**src/rtl/fdsc_pkg.sv**
```systemverilog
// Shared types and constants for the frame difference scene cut detector.
`timescale 1ns / 1ps
package fdsc_pkg;

   localparam int MAX_PIXELS = 131072;
   localparam int PIX_W      = 8;
   localparam int THR_W      = 16;
   localparam int NORM_SHIFT = 8;
   localparam int IDX_W      = $clog2(MAX_PIXELS + 1);
   localparam int ADDR_W     = $clog2(MAX_PIXELS);
   localparam int SUM_W      = $clog2(MAX_PIXELS * 255 + 1);
   localparam int PROD_W     = THR_W + IDX_W;
   localparam int CSR_ADDR_W = 3;
   localparam int CSR_DATA_W = 32;
   localparam int REG_IDX_W  = CSR_ADDR_W - 2;

   localparam logic [IDX_W-1:0]     MAX_COUNT     = IDX_W'(MAX_PIXELS);
   localparam logic [THR_W-1:0]     THR_RESET     = THR_W'(6554);
   localparam logic [REG_IDX_W-1:0] REG_THRESHOLD = REG_IDX_W'(0);

   typedef struct packed {
      logic [PIX_W-1:0] gray_pixel;
      logic             last_in_frame;
   } req_word_type;

   typedef struct packed {
      logic [PIX_W-1:0] pixel_difference;
      logic             frame_done;
      logic             compared;
      logic             scene_change;
      logic             frame_overflow;
   } rsp_word_type;

   // difference stage to decision stage
   typedef struct packed {
      logic [PIX_W-1:0]  diff;
      logic              last;
      logic              cmp_ok;
      logic              ovf;
      logic [SUM_W-1:0]  sum;
      logic [PROD_W-1:0] product;
   } stage_type;

endpackage

```
**src/rtl/fdsc_decide.sv**
```systemverilog
// Threshold decision stage and output register.
`timescale 1ns / 1ps
module fdsc_decide (
   input  logic                     clock,
   input  logic                     reset,
   input  logic                     stage_valid,
   input  fdsc_pkg::stage_type      stage_data,
   output logic                     take,
   output logic                     rsp_valid,
   input  logic                     rsp_ready,
   output fdsc_pkg::rsp_word_type   rsp_data
);

   logic                        out_move;
   logic                        compared;
   logic [fdsc_pkg::PROD_W-1:0] lhs;
   fdsc_pkg::rsp_word_type      word;

   logic                        s2_v_ff, s2_v_in;
   fdsc_pkg::stage_type         s2_ff;
   logic                        out_v_ff, out_v_in;
   fdsc_pkg::rsp_word_type      out_ff;

   assign out_move = !out_v_ff || rsp_ready;
   assign take     = !s2_v_ff || out_move;

   always_comb begin
      lhs                   = fdsc_pkg::PROD_W'({s2_ff.sum, {fdsc_pkg::NORM_SHIFT{1'b0}}});
      compared              = s2_ff.last && s2_ff.cmp_ok;
      word.pixel_difference = s2_ff.diff;
      word.frame_done       = s2_ff.last;
      word.compared         = compared;
      word.scene_change     = compared && (lhs > s2_ff.product);
      word.frame_overflow   = s2_ff.last && s2_ff.ovf;

      s2_v_in  = take ? stage_valid : s2_v_ff;
      out_v_in = out_move ? s2_v_ff : out_v_ff;
   end

   always_ff @(posedge clock) begin
      if (reset) begin
         s2_v_ff  <= 1'b0;
         out_v_ff <= 1'b0;
      end else begin
         s2_v_ff  <= s2_v_in;
         out_v_ff <= out_v_in;
      end
   end

   always_ff @(posedge clock) begin
      if (take && stage_valid) begin
         s2_ff <= stage_data;
      end
      if (out_move && s2_v_ff) begin
         out_ff <= word;
      end
   end

   assign rsp_valid = out_v_ff;
   assign rsp_data  = out_ff;

   cut_needs_compare: assert property (@(posedge clock) disable iff (reset)
      rsp_valid && rsp_data.scene_change |-> rsp_data.compared)
      else $error("scene change without a comparison");

   compare_at_end: assert property (@(posedge clock) disable iff (reset)
      rsp_valid && rsp_data.compared |-> rsp_data.frame_done && !rsp_data.frame_overflow)
      else $error("comparison outside a clean frame end");

   overflow_at_end: assert property (@(posedge clock) disable iff (reset)
      rsp_valid && rsp_data.frame_overflow |-> rsp_data.frame_done)
      else $error("overflow flag away from frame end");

endmodule

```
**config.mk**
```make
export PLATFORM = sky130hd
export DESIGN_NAME = fdsc_decide
export DESIGN_NICKNAME = d
export VERILOG_FILES = /design/src/rtl/fdsc_pkg.sv /design/src/rtl/fdsc_decide.sv
export SDC_FILE = /design/constraint.sdc
export NUM_CORES = 1
export LEC_CHECK = 0
export ABC_AREA = 1
export BUFFER_PORTS_ARGS = -buffer_cell sky130_fd_sc_hd__buf_2
export CORE_MARGIN = 4
export CORE_UTILIZATION = 45
export DETAILED_ROUTE_END_ITERATION = 6
export GPL_TIMING_DRIVEN = 1
export MAX_ROUTING_LAYER = met4
export PLACE_DENSITY = 0.74
export SLEW_MARGIN = 20
export SYNTH_ARGS = -nofsm -noshare
export SYNTH_HDL_FRONTEND = slang
export SYNTH_SLANG_ARGS = --single-unit
```
**constraint.sdc**
```tcl
create_clock -name clock -period 2.48 [get_ports clock]
set_input_delay 0.124 -clock clock [delete_from_list [all_inputs] [get_ports clock]]
set_output_delay 0.124 -clock clock [all_outputs]
set_load 0.01 [all_outputs]
```
==> results.md, run 1 <==
* Area of the multi-input gates at 638 µm²
* GRT Util Overall at 15.9%
* Status: complete, no violations
* Post-CTS Resized at 0
* Final net count at 497
* Clock Sink Count at 84
* Commonest non-fill, non-tap cells in the layout: buf_2, edfxtp_1, dlygate4sd3_1
* Hold path depth at 4
* Via count at 2200
* CTS tree: built
* Worst-margin pin slew at 0.364 ns
* Worst-case clock buffer depth at 2
* Synthesized netlist cell count at ~230
* Worst endpoint required time at between 2 and 3 ns
* Routability Congestion at 0.711
* Worst hold start: rsp_ready
* Initial antenna violation count at 0
* CP Max Fanout at 3
* R2R cell count at 8
* Tcrit/Tclk final at 66.4%
* Max stage delay on crit path at 0.38 ns
* Largest net degree at the start of global routing at 71
* Most common cell after layout, fill and taps aside: buf_2
* Reg clk slew, reported paths at about 0.090 ns
* Die height at 93.7 µm
* FP Rows at 30
* Cell mode on critical path: nor2_2
* Post-Route WL at 6450 µm
* Syn Area/Cell at 14.5 µm²
* Clock period minus worst slack at 1.65 ns
* Via density at approximately 4.4
* Final ANT Viol Nets at 0
* Die Area at 8770 µm²
* R2r startpoint: lhs[32]
* IR drop worst, VDD at 0.381 mV
* H-tree depth at 3
* NetSw at 0.000646 W
* # fillers at about 490
* Top-Level Pins at just under 90
* FF-to-FF setup slack at 0.83 ns
* CP Capture Type: register
* Setup Skew at between 0.01 and 0.015 ns
* Layout area overhead at 45.3%
* Grt total ovfl at 0
* Post-synth top area cell: edfxtp_1
* Dpl hpwl at between 3000 and 4000 µm
* Crit-path slowest cell: edfxtp_1
* Die X at approximately 94 µm
* P per Cell Area at 614 nW/µm²
* Synth top area cells: edfxtp_1, ha_1, inv_1, nand2_1, a21oi_1
* #FFs+latches synth at 84
* Seq pwr share at 56.7%
* Fmax at 607 MHz
* Worst rel slew slack at 75.7%
* Critical path, cell by cell: ha_1, inv_1, nor2_2, nand3_2, nor2_2, nand3_1, o21ai_0, nor2_1
* Hold_ws at roughly 0.054 ns
* Worst skew pair latency at 0.34 ns
* P_int at around 0.0023 W
* Hold Crit Class: primary input to register
* CTS Buf Count at 9
* Drt drc at 0
* Sum of negative setup slack at 0 ns
* Register area share after synthesis at 75.8%
* Syn_nets at between 300 and 400
* Drt wl/cell at 12.9 µm
* Pleak at ~2.1 nW
* Number of max-cap violations at 0
* Core area at 6940 µm²
* Vias in the first global route at 2357
* Worst r2r dst: rsp_data[1]
* PortBufs at between 80 and 90
* Final setup fails at 0
* Hold Vio Cnt, Final at 0
* Clock share of power at 32.9%
* RSZ-0062 raised after global routing: false
* Post-synthesis cell type count at 12
* Yosys Warn Count at 0
* CP startpoint kind: register
* First-pass GRT wire length at around 10000 µm
* Mapped cell area at roughly 3300 µm²
* DR pass1 iterations at 4
* Critical path class: register to register
* Sw Ratio at 21.9%
* WP data arrival at 1.74 ns
* Root buffer cell: clkbuf_8
* Starting Density at roughly 48%
* Worst Hold Path EP: rsp_valid
* Logic pwr share at approximately a tenth
* ANT cells at 0
* Share of cells above drive strength 1 at 27.3%
* Post-synth top area share at 74.6%
* Fin. max-slew vios at 0
* Reg area at about 2500 µm²
* Initial DRC count at 40
worst max path at each step:
| stage | from | to | slack [ns] | depth (start not counted) |
|---|---|---|---|---|
| floorplan | rsp_valid | lhs[10] | 0.07 | 3 |
| finish | lhs[32] | rsp_data[1] | 0.83 | 8 |
| CTS | lhs[32] | rsp_data[1] | 0.80 | 8 |
| global placement | lhs[17] | rsp_data[1] | 0.89 | 9 |
| global route | lhs[32] | rsp_data[1] | 0.69 | 8 |
| detailed placement | lhs[32] | rsp_data[1] | 0.82 | 8 |
state kept, by name (all words and copies together) (netlist names):
signal,cells
s2_ff,45
s2_v_ff,1
rsp_valid,1
rsp_data,12
lhs,25
timing repair:
action	CTS	global route
setup buffers	0	0
hold buffers	71	0
hold endpoints to repair	72	0
critical path: cells and delay by family (launching register included):
family                     cells  cell delay, ns
adders and majority gates      1            0.33
DFF                            1            0.38
buffers and inverters          1            0.06
AOI/OAI and AO/OA              1            0.19
and+or+nand+nor                5            0.44
cell usage after synthesis, drive strengths merged:
cell type / instances
a21o: 1
a21oi: 12
dfxtp: 2
edfxtp: 82
ha: 25
inv: 43
nand2: 35
nand3: 9
nor2: 17
o21ai: 1
metrics by stage:
step                util (%)  setup WS [ns]  cell area, µm²  instances  total power, W
finish                  69.1          0.834            4800        499         0.00294
global route            69.1          0.693            4800        499         0.00309
CTS                     69.1          0.802            4800        499         0.00297
detailed placement      55.9          0.819            3880        412         0.00192
global placement        55.9          0.893            3880        412         0.00191
floorplan                  -         0.0747            3300        227         0.00182
metal layers:
layer	vias to the layer above	track usage, %	part of all wire [%]	wire length [µm]
met5	-	-	0	0
met4	0	3.97	0.56	36
met3	4	4.97	6.1	393
met2	60	29.1	56	3580
met1	1018	16.8	38	2430
li1	1118	-	-	-
power by group through the flow:
stage / sequential [W] / combinational [W] / clock [W]
floorplan: 0.00171 / 0.000110 / 0
global placement: 0.00170 / 0.000212 / 0
detailed placement: 0.00170 / 0.000221 / 0
finish: 0.00167 / 0.000307 / 0.000968
CTS: 0.00167 / 0.000308 / 0.000995
global route: 0.00168 / 0.000350 / 0.00107
layout make-up:
cell class | count | area share, %
clock buffer | 9 | 2.58
multi-input combinational | 100 | 13.3
inverter | 43 | 3.36
clock inverter | 7 | 1.64
sequential | 84 | 52.2
tap | 96 | 2.50
timing repair buffer | 160 | 24.5
kinds of logic (layout without fill, tap and decap cells):
family	after synthesis	in the layout	synth area share, %
simple gates	61	61	7.65
buf+inv	43	219	4.89
compound gates	14	14	2.20
flops	84	84	75.8
fa+ha+maj	25	25	9.47
Power figures use the tool's default switching activity.
==> run 2, diff against run 1 <==
--- a/config.mk
+++ b/config.mk
@@ -12,7 +12,7 @@
 export DETAILED_ROUTE_END_ITERATION = 6
 export GPL_TIMING_DRIVEN = 1
 export MAX_ROUTING_LAYER = met4
-export PLACE_DENSITY = 0.74
+export PLACE_DENSITY = 0.77
 export SLEW_MARGIN = 20
 export SYNTH_ARGS = -nofsm -noshare
 export SYNTH_HDL_FRONTEND = slang
==> constraint.sdc (replaced) <==
create_clock -name clock -period 1.34 [get_ports clock]
set_input_delay 0.067 -clock clock [delete_from_list [all_inputs] [get_ports clock]]
set_output_delay 0.067 -clock clock [all_outputs]
set_load 0.01 [all_outputs]
==> results.md, run 2 (synthesis gave the netlist of run 1 again) <==
* FF-to-FF setup slack at -0.23 ns
* Max reg flops at 45
* Clock period minus worst slack at 1.57 ns
* GRT Util Overall at 16.9%
* Via density at 4.35
* Final instance area at 4920 µm²
* Die X at 93.7 µm
* Worst skew pair latency at 0.34 ns
* Core area at 6940 µm²
* Setup Skew at 0.00701 ns
* Grt total ovfl at 0
* H-tree depth at 3
* PortBufs at 87
* Starting Density at between 40% and 50%
* ANT cells at 0
* Final ANT Viol Nets at 0
* Most common cell after layout, fill and taps aside: buf_2
* Reg clk slew, reported paths at 0.09 ns
* Worst-case clock buffer depth at 2
* CP Capture Type: register
* Number of max-cap violations at 0
* Worst Setup SP: lhs[29]
* IR drop worst, VDD at 0.990 mV
* FP Rows at 30
* Routability Congestion at ~0.73
* Critical path, cell by cell: ha_4, nand2_1, inv_2, nand3_2, nor2_4, nand3_2, o21ai_2, nor2_1
* Via count at 2179
* R2r startpoint: lhs[29]
* Pleak at about 2.1 nW
* Final net count at 499
* Hold Crit Class: primary input to register
* WP data arrival at between 1.5 and 2 ns
* Drt wl/cell at about 13 µm
* Setup Buffers After CTS at 0
* Post-Route WL at 6660 µm
* Drt drc at 0
* CP Max Fanout at 2
* Cell mode on critical path: nand3_2
* Largest register by flop count: s2_ff
* Worst rel slew slack at 81.3%
* First-pass GRT wire length at 10800 µm
* Placed cell areas at 3930 µm²
* Fmax at 635 MHz
* Vias in the first global route at roughly 2300
* Worst-margin pin slew at 0.281 ns
* RSZ-0062 raised after global routing: true
* CP Capture Point: rsp_data[1]
* Clock Sink Count at 84
* Status: finished with violations
* Failing checks: negative setup slack
* Commonest non-fill, non-tap cells in the layout: buf_2, edfxtp_1, dlygate4sd3_1
* Worst endpoint required time at 1.44 ns
* P per Cell Area at roughly 1100 nW/µm²
* Largest net degree at the start of global routing at 39
* Layout area overhead at 49.0%
* Tcrit/Tclk final at 117%
* Fin. max-slew vios at 0
* CTS Buf Count at 9
* Worst r2r dst: rsp_data[1]
* Top-Level Pins at 88
* CTS tree: built
* Root buffer cell: clkbuf_8
* Final Worst Setup Slack at -0.234 ns
* Design Power at 0.00562 W
* Share of cells above drive strength 1 at 30.1%
* Initial antenna violation count at 0
* Hold Vio Cnt, Final at 0
* Max stage delay on crit path at 0.42 ns
* Crit-path slowest cell: edfxtp_1
* Dpl hpwl at a little under 4000 µm
* Final setup fails at 1
* Die Area at 8770 µm²
* Initial DRC count at ~100
* Die height at 93.7 µm
* R2R cell count at 8
* DR pass1 iterations at 4
* CP startpoint kind: register
* Critical path class: register to register
[run 2: worst max-delay path: cells and delay by family (launching register included)]
kind                       cells  cell delay (ns)
DFF                            1             0.42
AOI/OAI and AO/OA              1             0.12
adders and majority gates      1             0.29
and+or+nand+nor                5             0.43
buffers and inverters          1             0.06
[run 2: through the flow]
step | setup WS [ns] | hold slack (ns) | setup TNS, ns | cells | util, %
2_1_floorplan | -0.601 | 0.126 | -43.33 | 227 | -
3_3_place_gp | -0.240 | 0.231 | -0.240 | 413 | 56.6
3_5_place_dp | -0.259 | 0.238 | -0.259 | 413 | 56.6
4_1_cts | -0.234 | 0.0297 | -0.234 | 501 | 70.3
5_1_grt | -0.322 | 0.0562 | -0.322 | 501 | 70.8
6_report | -0.234 | 0.0414 | -0.234 | 501 | 70.8
[run 2: worst min-delay path by stage]
| stage | startpoint | cells after the start | to | slack, ns |
|---|---|---|---|---|
| final | rsp_ready | 4 | rsp_valid | 0.04 |
| after global routing | rsp_ready | 4 | rsp_valid | 0.06 |
| after CTS | rsp_ready | 4 | rsp_valid | 0.03 |
| after detailed placement | reset | 2 | rsp_valid | 0.24 |
| after global placement | reset | 2 | rsp_valid | 0.23 |
| after floorplan | reset | 1 | rsp_valid | 0.13 |
[run 2: metal layers]
| metal | global-route usage (%) | wire length (µm) | up-vias |
|---|---|---|---|
| met5 | - | 0 | - |
| met2 | 29.8 | 3650 | 65 |
| met4 | 7.94 | 170 | 0 |
| met3 | 3.93 | 275 | 17 |
| li1 | - | - | 1119 |
| met1 | 17.9 | 2560 | 978 |
[run 2: timing repair]
action,4_1_cts,5_1_grt
resized for setup,3,7
hold buffers,72,0
endpoints found under the setup margin,1,33
endpoints found under the hold margin,72,0
[run 2: power breakdown]
| group | internal [W] | switching [W] |
|---|---|---|
| combinational | 0.000333 | 0.000258 |
| sequential | 0.00305 | 0.0000470 |
| clock | 0.00104 | 0.000894 |
[run 2: final cells by class]
type	count	area (µm²)
Sequential cell	84	2510
Fill cell	474	2030
Timing Repair Buffer	162	1190
Multi-Input combinational cell	100	717
Inverter	43	165
Clock buffer	9	124
Tap cell	96	120
Clock inverter	7	91.3
==> run 3, diff against run 2 <==
--- a/config.mk
+++ b/config.mk
@@ -7,7 +7,6 @@
 export LEC_CHECK = 0
 export ABC_AREA = 1
 export BUFFER_PORTS_ARGS = -buffer_cell sky130_fd_sc_hd__buf_2
-export CORE_MARGIN = 4
 export CORE_UTILIZATION = 45
 export DETAILED_ROUTE_END_ITERATION = 6
 export GPL_TIMING_DRIVEN = 1
==> results.md, run 3 (synthesis gave the netlist of run 1 again) <==
* Status: finished with violations
* Failing checks: negative setup slack
* Starting Density at a little under half
* Via count at 2206
* Vias in the first global route at 2305
* Number of max-cap violations at 0
* CP startpoint kind: register
* Share of cells above drive strength 1 at 29.6%
* Clock Sink Count at between 80 and 90
* Hold_ws at 0.0526 ns
* Utilization after layout at 70.3%
* Root buffer cell: clkbuf_8
* Hold Vio Cnt, Final at 0
* Setup Skew at 0.0116 ns
* Drt wl/cell at about 13 µm
* Die X at 87.7 µm
* Clock period minus worst slack at around 1.6 ns
* R2r startpoint: lhs[32]
* CP Capture Type: register
* Worst-margin pin slew at 0.196 ns
* Largest net degree at the start of global routing at 36
* RSZ-0062 raised after global routing: true
* Commonest non-fill, non-tap cells in the layout: buf_2, edfxtp_1, dlygate4sd3_1
* Final instance area at just under 5000 µm²
* Pleak at between 2 and 2.5 nW
* Worst skew pair latency at 0.34 ns
* Final setup fails at 1
* Largest register by flop count: s2_ff
* # fillers at 473
* Area of the multi-input gates at around 700 µm²
* PortBufs at between 80 and 90
* Post-Place Setup Slack at -0.265 ns
* Top-Level Pins at 88
* Grt total ovfl at 0
* Placed cell count at about 410
* IR drop worst, VDD at approximately 0.86 mV
* Final ANT Viol Nets at 0
* Die height at 87.7 µm
* Most common cell after layout, fill and taps aside: buf_2
* Critical path class: register to register
* Hold Crit Class: primary input to register
* R2R cell count at 8
* Worst r2r dst: rsp_data[1]
* CP Capture Point: rsp_data[1]
* Final net count at 500
* Tcrit/Tclk final at 116%
* Drt drc at 0
* Worst rel slew slack at 86.9%
* Worst hold start: rsp_ready
* First-pass GRT wire length at 10000 µm
* H-tree depth at 3
* Worst Setup SP: lhs[32]
* DR pass1 iterations at 4
* Placed cell areas at between 3000 and 4000 µm²
* CTS Buf Count at 9
* Reg clk slew, reported paths at 0.09 ns
* Core area at 6940 µm²
* CP Max Fanout at 3
* ANT cells at 0
* Reg area at 2510 µm²
* Via density at between 4 and 5
* Routability Congestion at 0.757
* Dpl hpwl at just under 4000 µm
* WP data arrival at 1.66 ns
* Layout area overhead at 47.9%
* Worst-case clock buffer depth at 2
* Final Worst Setup Slack at -0.219 ns
* Worst endpoint required time at 1.44 ns
* Fmax at 641 MHz
* P per Cell Area at 1080 nW/µm²
* GRT Util Overall at 18.7%
* FF-to-FF setup slack at -0.22 ns
* Initial DRC count at between 60 and 70
* Die Area at 7680 µm²
* FP Rows at 30
* Setup Buffers After CTS at 0
* Non-Filler Instances at 502
* Fin. max-slew vios at 0
* Post-Route WL at 6320 µm
* CTS tree: built
* Max reg flops at 45
* Initial antenna violation count at 0
[run 3: cell types whose count changed in the layout (fill, tap and decap cells not counted), sizes merged]
cell         before  now
dlygate4sd3      72   73
bufinv            2    0
clkinvlp          1    3
clkinv            5    3
clkbuf            9   10
inv              42   43
[run 3: metal layers]
layer | part of all wire, % | vias up | global-route usage, %
li1 | - | 1121 | -
met1 | 40 | 1006 | 19.8
met2 | 55 | 68 | 33.6
met3 | 4.2 | 11 | 4.62
met4 | 1.5 | 0 | 6.71
met5 | 0 | - | -
[run 3: stage by stage]
stage	total power [W]	setup TNS, ns
4_1_cts	0.00533	-0.261
5_1_grt	0.00554	-0.304
2_1_floorplan	0.00337	-43.33
6_report	0.00529	-0.219
3_5_place_dp	0.00358	-0.265
3_3_place_gp	0.00355	-0.192
[run 3: how the worst min path moves through the flow]
| stage | to | slack (ns) | depth (start not counted) |
|---|---|---|---|
| global route | s2_v_ff | 0.06 | 4 |
| floorplan | rsp_valid | 0.13 | 1 |
| detailed placement | rsp_valid | 0.24 | 2 |
| finish | s2_v_ff | 0.05 | 4 |
| CTS | s2_v_ff | 0.03 | 4 |
| global placement | rsp_valid | 0.24 | 2 |
[run 3: layout make-up]
cell class                      count  area share [%]
Timing Repair Buffer              163            24.8
Clock inverter                      6            1.02
Multi-Input combinational cell    100            14.3
Tap cell                           96            2.46
Inverter                           43            3.43
Clock buffer                       10            2.61
Sequential cell                    84            51.3
[run 3: where the power goes]
part	switching [W]	internal, W	leakage [nW]
Sequential	0.0000446	0.00305	0.815
Clock	0.000903	0.000689	0.0831
Combinational	0.000263	0.000338	1.23
Total	0.00121	0.00408	2.13
[run 3: repair_timing]
action,CTS,global route
hold buffers,73,0
pin swaps,0,1
hold endpoints to repair,72,0
endpoints found under the setup margin,1,1
resized for setup,2,7
[run 3: worst max-delay path, stage by stage, from the launching register on]
cell and delay [ns]:
edfxtp_1 0.42, ha_4 0.31, inv_4 0.03, nor2_4 0.07, nand3_2 0.09, nor2_4 0.12, nand3_2 0.09, o21ai_2 0.12
nor2_1 0.06
